File: src/rtl/clipped_alpha_blend_blitter_macros.svh
// Assertion macros for the clipped alpha blend blitter.
// Included by the top level; needs no other file.
`ifndef CLIPPED_ALPHA_BLEND_BLITTER_MACROS_SVH
`define CLIPPED_ALPHA_BLEND_BLITTER_MACROS_SVH
`ifndef SYNTHESIS
`define CABB_ASSERT_IMP(label, clk, rst, ante, cons) \
  label: assert property (@(posedge clk) disable iff (rst) (ante) |-> (cons)) \
    else $error("blitter check failed");
`define CABB_ASSERT_NXT(label, clk, rst, ante, cons) \
  label: assert property (@(posedge clk) disable iff (rst) (ante) |=> (cons)) \
    else $error("blitter check failed");
`else
`define CABB_ASSERT_IMP(label, clk, rst, ante, cons)
`define CABB_ASSERT_NXT(label, clk, rst, ante, cons)
`endif
`endif

File: src/rtl/cabb_pkg.sv
// Types, constants and the channel blend function of the blitter.
// Depends on nothing; used by the interfaces and the top level.
`timescale 1ns / 1ps
package cabb_pkg;

  localparam int BYTES_PER_PIXEL = 4;
  localparam int MAX_DIMENSION   = 4096;

  localparam int DIM_W   = 13;
  localparam int PITCH_W = 15;
  localparam int POS_W   = 14;
  localparam int CFG_W   = 15;
  localparam int IDX_W   = 3;
  localparam int PIX_W   = 32;
  localparam int RGB_W   = 24;
  localparam int ADDR_W  = 26;
  localparam int SIDX_W  = 24;

  typedef enum logic [IDX_W-1:0] {
    REG_DEST_WIDTH    = 3'd0,
    REG_DEST_HEIGHT   = 3'd1,
    REG_PITCH_BYTES   = 3'd2,
    REG_BITMAP_WIDTH  = 3'd3,
    REG_BITMAP_HEIGHT = 3'd4,
    REG_PLACE_X       = 3'd5,
    REG_PLACE_Y       = 3'd6
  } reg_index_t;

  function automatic logic [DIM_W-1:0] sat_dim(input logic [DIM_W-1:0] v);
    return (32'(v) > MAX_DIMENSION) ? DIM_W'(MAX_DIMENSION) : v;
  endfunction

  // Rounded blend divided by 255 through the usual reciprocal form, exact
  // for every sum that the channel can produce.
  function automatic logic [7:0] blend_chan(input logic [7:0] s, input logic [7:0] d,
                                            input logic [7:0] a);
    logic [7:0]  na;
    logic [16:0] acc;
    logic [16:0] q;
    na  = 8'd255 - a;
    acc = 17'(na) * 17'(d) + 17'(a) * 17'(s) + 17'd127;
    q   = acc + 17'(acc[16:8]) + 17'd1;
    return q[15:8];
  endfunction

endpackage

File: src/rtl/cabb_ifs.sv
// Valid/ready channel interfaces for the pixel words in and the results out.
// Depends on cabb_pkg for field widths.
`timescale 1ns / 1ps
interface cabb_in_if
  import cabb_pkg::*;
();
  logic             valid;
  logic             ready;
  logic [PIX_W-1:0] src_pixel;
  logic [PIX_W-1:0] dst_pixel;

  modport source (output valid, output src_pixel, output dst_pixel, input ready);
  modport sink (input valid, input src_pixel, input dst_pixel, output ready);
endinterface

interface cabb_out_if
  import cabb_pkg::*;
();
  logic              valid;
  logic              ready;
  logic [RGB_W-1:0]  blended_pixel;
  logic [ADDR_W-1:0] dest_address;
  logic [SIDX_W-1:0] source_index;
  logic              last_pixel;

  modport source (output valid, output blended_pixel, output dest_address,
                  output source_index, output last_pixel, input ready);
  modport sink (input valid, input blended_pixel, input dest_address,
                input source_index, input last_pixel, output ready);
endinterface

File: src/rtl/clipped_alpha_blend_blitter.sv
// Clipped alpha blend blitter: one pixel word in, one blended word out per cycle
// while result.ready holds; words accepted while the clipped rectangle is empty
// give no result. Each word passes an input register holding pixels and
// coordinates, then the result register fed by the blend and address multipliers;
// the counters of the clipped walk are the only loop. Synchronous reset loads the
// register defaults, clears the walk counters and empties both stages.
`timescale 1ns / 1ps
`include "clipped_alpha_blend_blitter_macros.svh"
module clipped_alpha_blend_blitter
  import cabb_pkg::*;
(
  input  logic             clk,
  input  logic             rst,
  input  logic             write_enable,
  input  logic [IDX_W-1:0] register_index,
  input  logic [CFG_W-1:0] write_data,
  cabb_in_if.sink          feed,
  cabb_out_if.source       result
);

  logic [DIM_W-1:0]        dest_width, dest_height, bitmap_width, bitmap_height;
  logic [PITCH_W-1:0]      pitch_bytes;
  logic signed [POS_W-1:0] place_x, place_y;
  logic [DIM_W-1:0]        column_count, row_count;

  always_ff @(posedge clk) begin
    if (rst) begin
      dest_width    <= DIM_W'(1024);
      dest_height   <= DIM_W'(768);
      pitch_bytes   <= PITCH_W'(4096);
      bitmap_width  <= DIM_W'(64);
      bitmap_height <= DIM_W'(64);
      place_x       <= '0;
      place_y       <= '0;
    end else if (write_enable) begin
      unique case (register_index)
        REG_DEST_WIDTH:    dest_width    <= write_data[DIM_W-1:0];
        REG_DEST_HEIGHT:   dest_height   <= write_data[DIM_W-1:0];
        REG_PITCH_BYTES:   pitch_bytes   <= write_data[PITCH_W-1:0];
        REG_BITMAP_WIDTH:  bitmap_width  <= write_data[DIM_W-1:0];
        REG_BITMAP_HEIGHT: bitmap_height <= write_data[DIM_W-1:0];
        REG_PLACE_X:       place_x       <= write_data[POS_W-1:0];
        REG_PLACE_Y:       place_y       <= write_data[POS_W-1:0];
        default: begin
        end
      endcase
    end
  end

  // Clipped rectangle, fixed between configuration writes.
  logic [DIM_W-1:0]  dw, dh, bw, bh;
  logic signed [15:0] px, py, dw_s, dh_s, bw_s, bh_s;
  logic signed [15:0] min_x, min_y, max_x, max_y, off_x, off_y, ext_x, ext_y;
  logic signed [15:0] cols_s, rows_s;
  logic [DIM_W-1:0]  cols_m1, rows_m1;
  logic              empty;

  always_comb begin
    dw    = sat_dim(dest_width);
    dh    = sat_dim(dest_height);
    bw    = sat_dim(bitmap_width);
    bh    = sat_dim(bitmap_height);
    px    = {{2{place_x[POS_W-1]}}, place_x};
    py    = {{2{place_y[POS_W-1]}}, place_y};
    dw_s  = signed'({3'b000, dw});
    dh_s  = signed'({3'b000, dh});
    bw_s  = signed'({3'b000, bw});
    bh_s  = signed'({3'b000, bh});
    ext_x = px + bw_s;
    ext_y = py + bh_s;
    min_x = px[15] ? 16'sd0 : px;
    min_y = py[15] ? 16'sd0 : py;
    off_x = px[15] ? -px : 16'sd0;
    off_y = py[15] ? -py : 16'sd0;
    max_x = (ext_x > dw_s) ? dw_s : ext_x;
    max_y = (ext_y > dh_s) ? dh_s : ext_y;
    cols_s  = max_x - min_x;
    rows_s  = max_y - min_y;
    empty   = (cols_s <= 16'sd0) || (rows_s <= 16'sd0);
    cols_m1 = cols_s[DIM_W-1:0] - DIM_W'(1);
    rows_m1 = rows_s[DIM_W-1:0] - DIM_W'(1);
  end

  logic             s1_valid;
  logic [PIX_W-1:0] s1_src, s1_dst;
  logic [DIM_W-1:0] s1_x, s1_y, s1_row, s1_col;
  logic             s1_last;
  logic             out_valid;
  logic             out_load, accept, take;
  logic             col_end, row_end, item_last;

  assign out_load  = !out_valid || result.ready;
  assign feed.ready = !s1_valid || out_load;
  assign accept    = feed.valid && feed.ready;
  assign take      = accept && !empty;
  assign col_end   = column_count == cols_m1;
  assign row_end   = row_count == rows_m1;
  assign item_last = col_end && row_end;

  always_ff @(posedge clk) begin
    if (rst || write_enable) begin
      column_count <= '0;
      row_count    <= '0;
    end else if (take) begin
      if (col_end) begin
        column_count <= '0;
        row_count    <= row_end ? '0 : row_count + DIM_W'(1);
      end else begin
        column_count <= column_count + DIM_W'(1);
      end
    end
  end

  always_ff @(posedge clk) begin
    if (rst) begin
      s1_valid <= 1'b0;
    end else if (feed.ready) begin
      s1_valid <= take;
    end
    if (accept) begin
      s1_src  <= feed.src_pixel;
      s1_dst  <= feed.dst_pixel;
      s1_x    <= min_x[DIM_W-1:0] + column_count;
      s1_y    <= min_y[DIM_W-1:0] + row_count;
      s1_row  <= bh - DIM_W'(1) - off_y[DIM_W-1:0] - row_count;
      s1_col  <= off_x[DIM_W-1:0] + column_count;
      s1_last <= item_last;
    end
  end

  logic [27:0] row_addr;
  logic [25:0] row_base;

  assign row_addr = 28'(s1_y) * 28'(pitch_bytes);
  assign row_base = 26'(s1_row) * 26'(bw);

  always_ff @(posedge clk) begin
    if (rst) begin
      out_valid <= 1'b0;
    end else if (out_load) begin
      out_valid <= s1_valid;
    end
    if (s1_valid && out_load) begin
      result.blended_pixel <= {blend_chan(s1_src[23:16], s1_dst[23:16], s1_src[31:24]),
                               blend_chan(s1_src[15:8], s1_dst[15:8], s1_src[31:24]),
                               blend_chan(s1_src[7:0], s1_dst[7:0], s1_src[31:24])};
      result.dest_address  <= ADDR_W'(28'(s1_x) * 28'(BYTES_PER_PIXEL) + row_addr);
      result.source_index  <= SIDX_W'(row_base + 26'(s1_col));
      result.last_pixel    <= s1_last;
    end
  end

  assign result.valid = out_valid;

  `CABB_ASSERT_NXT(a_wrap_after_last, clk, rst, take && item_last, column_count == '0 && row_count == '0)
  `CABB_ASSERT_NXT(a_cfg_restart, clk, rst, write_enable, column_count == '0 && row_count == '0)
  `CABB_ASSERT_IMP(a_count_in_rect, clk, rst, !empty, column_count <= cols_m1 && row_count <= rows_m1)
  `CABB_ASSERT_IMP(a_stall_blocks, clk, rst, out_valid && !result.ready && s1_valid, !feed.ready)

endmodule
File: src/flat_wrapper.sv
// flat-port wrapper written by rule: the top's interface ports become plain ports
module clipped_alpha_blend_blitter_flat import cabb_pkg::*;
  (clk, rst, write_enable, register_index, write_data, feed_valid, feed_src_pixel, feed_dst_pixel, feed_ready, result_valid, result_blended_pixel, result_dest_address, result_source_index, result_last_pixel, result_ready);
  cabb_in_if feed_i ();
  cabb_out_if result_i ();
  input  logic clk;
  input  logic rst;
  input  logic write_enable;
  input  logic [IDX_W-1:0] register_index;
  input  logic [CFG_W-1:0] write_data;
  input wire logic [$bits(feed_i.valid)-1:0] feed_valid;
  input wire logic [$bits(feed_i.src_pixel)-1:0] feed_src_pixel;
  input wire logic [$bits(feed_i.dst_pixel)-1:0] feed_dst_pixel;
  output wire logic [$bits(feed_i.ready)-1:0] feed_ready;
  output wire logic [$bits(result_i.valid)-1:0] result_valid;
  output wire logic [$bits(result_i.blended_pixel)-1:0] result_blended_pixel;
  output wire logic [$bits(result_i.dest_address)-1:0] result_dest_address;
  output wire logic [$bits(result_i.source_index)-1:0] result_source_index;
  output wire logic [$bits(result_i.last_pixel)-1:0] result_last_pixel;
  input wire logic [$bits(result_i.ready)-1:0] result_ready;
  assign feed_i.valid = feed_valid;
  assign feed_i.src_pixel = feed_src_pixel;
  assign feed_i.dst_pixel = feed_dst_pixel;
  assign feed_ready = feed_i.ready;
  assign result_valid = result_i.valid;
  assign result_blended_pixel = result_i.blended_pixel;
  assign result_dest_address = result_i.dest_address;
  assign result_source_index = result_i.source_index;
  assign result_last_pixel = result_i.last_pixel;
  assign result_i.ready = result_ready;
  clipped_alpha_blend_blitter u_core (.clk(clk), .rst(rst), .write_enable(write_enable), .register_index(register_index), .write_data(write_data), .feed(feed_i), .result(result_i));
endmodule
File: config.mk
export PLATFORM = sky130hd
export DESIGN_NAME = clipped_alpha_blend_blitter_flat
export DESIGN_NICKNAME = d
export VERILOG_FILES = /design/src/rtl/cabb_pkg.sv /design/src/rtl/cabb_ifs.sv /design/src/rtl/clipped_alpha_blend_blitter.sv /design/src/flat_wrapper.sv
export VERILOG_INCLUDE_DIRS = /design/src /design/src/rtl
export SDC_FILE = /design/constraint.sdc
export NUM_CORES = 2
export LEC_CHECK = 0
export ABC_CLOCK_PERIOD_IN_PS = 24900
export BUFFER_PORTS_ARGS = -buffer_cell sky130_fd_sc_hd__clkbuf_2
export CELL_PAD_IN_SITES_DETAIL_PLACEMENT = 1
export CELL_PAD_IN_SITES_GLOBAL_PLACEMENT = 2
export CORE_ASPECT_RATIO = 1.1
export CORE_UTILIZATION = 45
export DETAILED_ROUTE_END_ITERATION = 16
export GPL_ROUTABILITY_DRIVEN = 0
export HOLD_SLACK_MARGIN = 0.1
export PLACE_DENSITY = 0.91
export SLEW_MARGIN = 40
export SYNTH_ARGS = -nofsm -noshare
export SYNTH_HDL_FRONTEND = slang
export SYNTH_SLANG_ARGS = --single-unit
File: constraint.sdc
create_clock -name clk -period 24.9 [get_ports clk]
set_input_delay 2.49 -clock clk [delete_from_list [all_inputs] [get_ports clk]]
set_output_delay 2.49 -clock clk [all_outputs]
set_load 0.03 [all_outputs]
=== Yosys cells after proc, flatten, opt, wreduce, memory -nomap -nowiden ===
Index checks and enable logic that the tools add are counted.

* Flip-flop bits (word level): 307
* Logic and storage cells: 109

* Add/subtract/negate cells: 31
* Multiply operators: 8
* Magnitude comparators: 8
* Equal/unequal tests: 8
* Mux-type cells: 12
* Reductions and logical operators: 20

{| class="wikitable"
|+ Operators with widths
! kind !! number
|-
| $mux W13 || 10
|-
| $mul A8 B8 Y16 || 6
|-
| $gt A13 B13 Y1 const B || 4
|-
| $add A16 B16 Y17 || 3
|-
| $add A17 B7 Y17 const B || 3
|-
| $add A16 B1 Y16 const B || 3
|-
| $add A16 B9 Y16 || 3
|-
| $add A13 B13 Y13 || 3
|-
| $sub A13 B1 Y13 const B || 3
|-
| $gt A16 B14 Y1 || 2
|-
| $le A16 B1 Y1 const B || 2
|-
| $mux W16 || 2
|-
| $sub A16 B16 Y16 || 2
|-
| $add A14 B14 Y15 || 2
|-
| $add A13 B1 Y13 const B || 2
|-
| $add A15 B26 Y26 || 1
|-
| $eq A13 B13 Y1 || 2
|-
| $mul A13 B15 Y26 || 1
|-
| $neg A13 Y13 || 2
|-
| $sub A13 B13 Y13 || 2
|-
| $add A24 B13 Y24 || 1
|-
| $mul A13 B13 Y24 || 1
|-
| $reduce_and A2 Y1 || 8
|-
| $eq A3 B3 Y1 const B || 3
|-
| 7 further kinds || 16
|}

=== Logic depth before layout (Yosys ltp) ===
* Depth after elaboration: 11
* Gate-level depth with buffers: 39

=== Worst setup path after synthesis ===
Ideal clock, no wire load.

* Kind: register to register
* Start: reg u_core.s1_src[28]
* End: reg u_core.result.blended_pixel[23], data pin
* Library setup time: 262 ps
* Arrival time: 7672 ps
* Required time: 24638 ps
* Path slack: 16966 ps
* Cell stages (with the launch flop): 33
* Path through: edfxtp_1 clkbuf_1 clkbuf_1 nand2_1 fa_1 inv_1 fa_1 fa_1 inv_1 fa_1 fa_1 fa_1 inv_1 ha_1 o21ai_0 a21boi_0 o21ai_0 a21oi_1 o2111ai_1 a31oi_1 or2_2 xor2_1 ha_1 a21o_1 a21o_1 a2111oi_0 nand2_1 o21ai_0 a311oi_1 o21a_1 and4_1 nand3_1 xnor2_1

* Word-level cells in the longest chain between the ends: 6
* Elaborated cells on any way between the ends: 7
* Those cells by class: add/sub: 5; mul: 2

{| class="wikitable"
|+ RTL lines
! element !! line !! RTL
|-
| start: declaration || clipped_alpha_blend_blitter.sv:85 || <nowiki>logic [PIX_W-1:0] s1_src, s1_dst;</nowiki>
|-
| start signal: assignment || clipped_alpha_blend_blitter.sv:121 || <nowiki>s1_src <= feed.src_pixel;</nowiki>
|-
| $sub A8 B8 Y8 || cabb_pkg.sv:40 || <nowiki>na = 8'd255 - a;</nowiki>
|-
| $mul A8 B8 Y16 || cabb_pkg.sv:41 || <nowiki>acc = 17'(na) * 17'(d) + 17'(a) * 17'(s) + 17'd127;</nowiki>
|-
| $add A16 B16 Y17 * || cabb_pkg.sv:41 ||
|-
| $add A17 B7 Y17 * || cabb_pkg.sv:41 ||
|-
| $add A16 B9 Y16 * || cabb_pkg.sv:42 || <nowiki>q = acc + 17'(acc[16:8]) + 17'd1;</nowiki>
|-
| $add A16 B1 Y16 * || cabb_pkg.sv:42 ||
|-
| end signal: assignment || clipped_alpha_blend_blitter.sv:144 || <nowiki>result.blended_pixel <= {blend_chan(s1_src[23:16], s1_dst[23:16], s1_src[31:24]),</nowiki>
|-
| end: declaration || cabb_ifs.sv:26 || <nowiki>modport source (output valid, output blended_pixel, output dest_address,</nowiki>
|}

Mark *: on every way between the ends. The rest lies on a longest branch, timed or not.
A chain may end at the register's enable or synchronous reset.

=== Worst setup path after layout ===
* Start: reg u_core.bitmap_height[12]
* End: reg u_core.column_count[5]

* Word-level cells in the longest chain between the ends: 10

{| class="wikitable"
|+ RTL lines
! element !! line !! RTL
|-
| start: declaration || clipped_alpha_blend_blitter.sv:21 || <nowiki>logic [DIM_W-1:0] dest_width, dest_height, bitmap_width, bitmap_height;</nowiki>
|-
| start signal: assignment || clipped_alpha_blend_blitter.sv:41 || <nowiki>REG_BITMAP_HEIGHT: bitmap_height <= write_data[DIM_W-1:0];</nowiki>
|-
| $gt A13 B13 Y1 || cabb_pkg.sv:30 || <nowiki>return (32'(v) > MAX_DIMENSION) ? DIM_W'(MAX_DIMENSION) : v;</nowiki>
|-
| $mux W13 * || cabb_pkg.sv:30 ||
|-
| $add A14 B14 Y15 * || clipped_alpha_blend_blitter.sv:70 || <nowiki>ext_y = py + bh_s;</nowiki>
|-
| $gt A16 B14 Y1 || clipped_alpha_blend_blitter.sv:76 || <nowiki>max_y = (ext_y > dh_s) ? dh_s : ext_y;</nowiki>
|-
| $mux W16 * || clipped_alpha_blend_blitter.sv:76 ||
|-
| $sub A16 B16 Y16 * || clipped_alpha_blend_blitter.sv:78 || <nowiki>rows_s = max_y - min_y;</nowiki>
|-
| $le A16 B1 Y1 * || clipped_alpha_blend_blitter.sv:79 || <nowiki>empty = (cols_s <= 16'sd0) || (rows_s <= 16'sd0);</nowiki>
|-
| $logic_or A1 B1 Y1 * || clipped_alpha_blend_blitter.sv:79 ||
|-
| $logic_not A1 Y1 * || clipped_alpha_blend_blitter.sv:95 || <nowiki>assign take = accept && !empty;</nowiki>
|-
| $logic_and A1 B1 Y1 * || clipped_alpha_blend_blitter.sv:95 ||
|-
| end signal: assignment || clipped_alpha_blend_blitter.sv:109 || <nowiki>column_count <= column_count + DIM_W'(1);</nowiki>
|-
| end: declaration || clipped_alpha_blend_blitter.sv:24 || <nowiki>logic [DIM_W-1:0] column_count, row_count;</nowiki>
|}

Marked as above.

==> flow_summary.toml <==
[logic_synthesis]
syn_area_um2 = 43960
syn_area_per_cell_um2 = 9.163
yosysTopAreaCell = "fa_1"
netlist_instances = 4797
synth_most_common_cell = "inv_1"
ys_warn_count = 0
synth_commonest_cells = "inv_1 (813), nand2_1 (653), fa_1 (613)"
synth.net_count = 5985
netlist.area_leader.share_pct = 27.92
ys_ff_latch = 307
ys.flop_type = "edfxtp_1"
ys_types = 88
synth-edff-count = 184
synth.area.top_cells = "fa_1 (28%), ha_1 (14%), edfxtp_1 (13%)"
yosysSeqAreaShare_pct = 18.17
async_flop_share_pct = 0

[timing]
fin_crit_sh_pct = 37.10
rsz0062_at_grt = "false"
setup_slack_ns = 15.66
max_freq_ghz = 0.1082
fin_crit_ns = 9.239
worst_pin_slew_ns = 0.8648
fin_tns_setup_ns = 0
max_slew_margin_pct = 42.09
slew_violations = 0
hold_violations = 0
fin_skew_ns = 0.02112
setup_viol = 0

[clock_tree]
clock_latency_ns = 0.62
cts_sinks = 307
htreeDepth = 2
cts-root-buf = "clkbuf_16"
postCtsSetupBuffers = 0
ctsLongestPathBuffers = 3
cts_resized = 0
clkSlewWorstSetupHoldPaths_ns = 0.06
cts_tree = "yes"
hold_buffers = 0
cts_buffers = 43

[drt]
vias = 33270
drt-initial-drc-count = 1394
drt-wirelength-per-cell_um = 19.64
routed_wl_um = 121300
drc = 0
ant_nets = 0
viasPerCell = 5.387
dr.pass1.iters = 5

[worst_setup_path]
crit_type = "reg2reg"
crit_required_ns = 25.38
path_common_cell = "a21oi_1"
max_stage_delay_ns = 0.74
cp-end-kind = "flop"
cpMaxStageDelayCell = "dfxtp_1"
arrival_ns = 9.72
start_kind = "flop"
cp_max_fo = 15

[die]
core_area_um2 = 96180
ios = 164
die_w_um = 300.0
initial_core_util_pct = 45.70
die-area_um2 = 98940
die_h_um = 329.8
rows = 119

[finish]
nFillCells = 11240
layout.nets = 6058
syn_to_final_growth_pct = 8.215
drive_above_1_share_pct = 6.463

[grt]
grt.total_usage_pct = 25.44
grt_pass1_vias = 37030
grt_max_degree = 64
grt_pass1_wl_um = 199100
antenna_found_initial = 2
overflow = 0

[placement]
portBuffers = 155
dp_hpwl_um = 94860
pre_cts_slack_ns = 15.79

[pwr]
power.share.clock_pct = 11.8
power_density_nw_per_um2 = 119.5
switching_power_w = 0.002790
sequentialPowerShare_pct = 13.8
p_leak_nw = 22.51
combinationalPowerShare_pct = 74.4
ir_worst_vdd_mv = 0.3786
p_int_w = 0.002894
swShare_pct = 49.08

[status]
status = "finished clean"

[job]
drv_cap = 0

[hold_path]
hold_path.class = "reg2reg"
[stage by stage]
step / cells / cell area, um2 / util [%] / total power (W) / hold WS, ns
2_1_floorplan: 4797 / 43960 / - / 0.003915 / 0.4003
3_3_place_gp: 6095 / 45990 / 47.82 / 0.004742 / 0.4225
3_5_place_dp: 6095 / 46030 / 47.85 / 0.004943 / 0.4302
4_1_cts: 6175 / 47550 / 49.43 / 0.005717 / 0.4430
5_1_grt: 6176 / 47570 / 49.46 / 0.006274 / 0.4615
6_report: 6176 / 47570 / 49.46 / 0.005684 / 0.4388
[path summary, 6_finish.rpt]
kind	from	end	slack, ns	depth (start not counted)
worst min register to register	u_core.s1_last	u_core.result.last_pixel	0.44	0
worst max-delay path	u_core.bitmap_height[12]	u_core.column_count[5]	15.66	33
worst min-delay path	u_core.s1_last	u_core.result.last_pixel	0.44	0
worst max register to register	u_core.bitmap_height[12]	u_core.column_count[5]	15.66	33
[logic make-up (layout without fill, tap and decap cells)]
logic type / Yosys count / in the layout / synth area share [%]
adder cells (fa/ha/maj): 1101 / 1101 / 41.81
buffers and inverters: 974 / 1082 / 8.337
XOR/XNOR: 244 / 244 / 5.004
AND/OR/NAND/NOR: 1576 / 1576 / 17.86
AO/OA/AOI/OAI: 576 / 576 / 8.349
multiplexers: 19 / 19 / 0.4697
other: 0 / 1 / 0
flip-flops: 307 / 307 / 18.17
[power by group through the flow]
stage | Combinational [W] | Clock, W | Sequential, W
finish | 0.00423 | 0.000671 | 0.000785
global route | 0.00478 | 0.000701 | 0.000790
CTS | 0.00425 | 0.000686 | 0.000785
detailed placement | 0.00415 | 0 | 0.000795
global placement | 0.00395 | 0 | 0.000793
floorplan | 0.00309 | 0 | 0.000828
[registers in the layout, summed over array words and instances (netlist names), 14 cells and up]
| register | cells |
|---|---|
| u_core.pitch_bytes | 15 |
| u_core.place_y | 14 |
| u_core.s1_src | 32 |
| u_core.s1_dst | 24 |
| u_core.result.source_index | 24 |
| u_core.place_x | 14 |
| u_core.result.blended_pixel | 24 |
| u_core.result.dest_address | 26 |
[metal layers]
| metal | GRT usage, % | part of all wire [%] |
|---|---|---|
| met1 | 32.02 | 43 |
| met2 | 46.56 | 52 |
| met3 | 2.335 | 3.0 |
| met4 | 6.500 | 2.3 |
| met5 | 0 | 0 |
[critical path: cells and delay by family (launching register included)]
kind            cells  cell delay, ns
simple gates        9            2.18
compound gates     15            3.70
mux                 2            0.49
xor+xnor            1            0.11
flops               1            0.74
fa+ha+maj           4            1.36
buf+inv             2            0.49
[layout by cell type (no fill, tap or decap), types with 34 or more instances in the layout]
cell type  Yosys  layout
buf_4          0      34
nor2b_1      154     150
and2_1       237     236
xor2_1        64      64
a21oi_1      203     203
nor3_1        55      53
nand3_1       49      49
nor2_1       139     137
a21o_1        51      51
dfxtp_1      123     123
fa_1         613     613
nand2b_1     160     160
o21ai_0      118     118
edfxtp_1     184     184
ha_1         488     488
inv_1        813     813
clkbuf_2       0     154
xnor2_1      175     175
clkbuf_16      0      47
nand2_1      653     653
[cell type report]
cell class              instances  area, um2  area share, %
diodes                          1      2.502       0.005261
clock buffers                  58       1267          2.665
clock inverters                22      250.2         0.5261
inverters                     813       3052          6.415
multi-input cells            3516      32380          68.08
flip-flops and latches        307       7988          16.79
well taps                    1270       1589          3.341
repair buffers                189       1037          2.181
(Power assumes the default switching activity.)
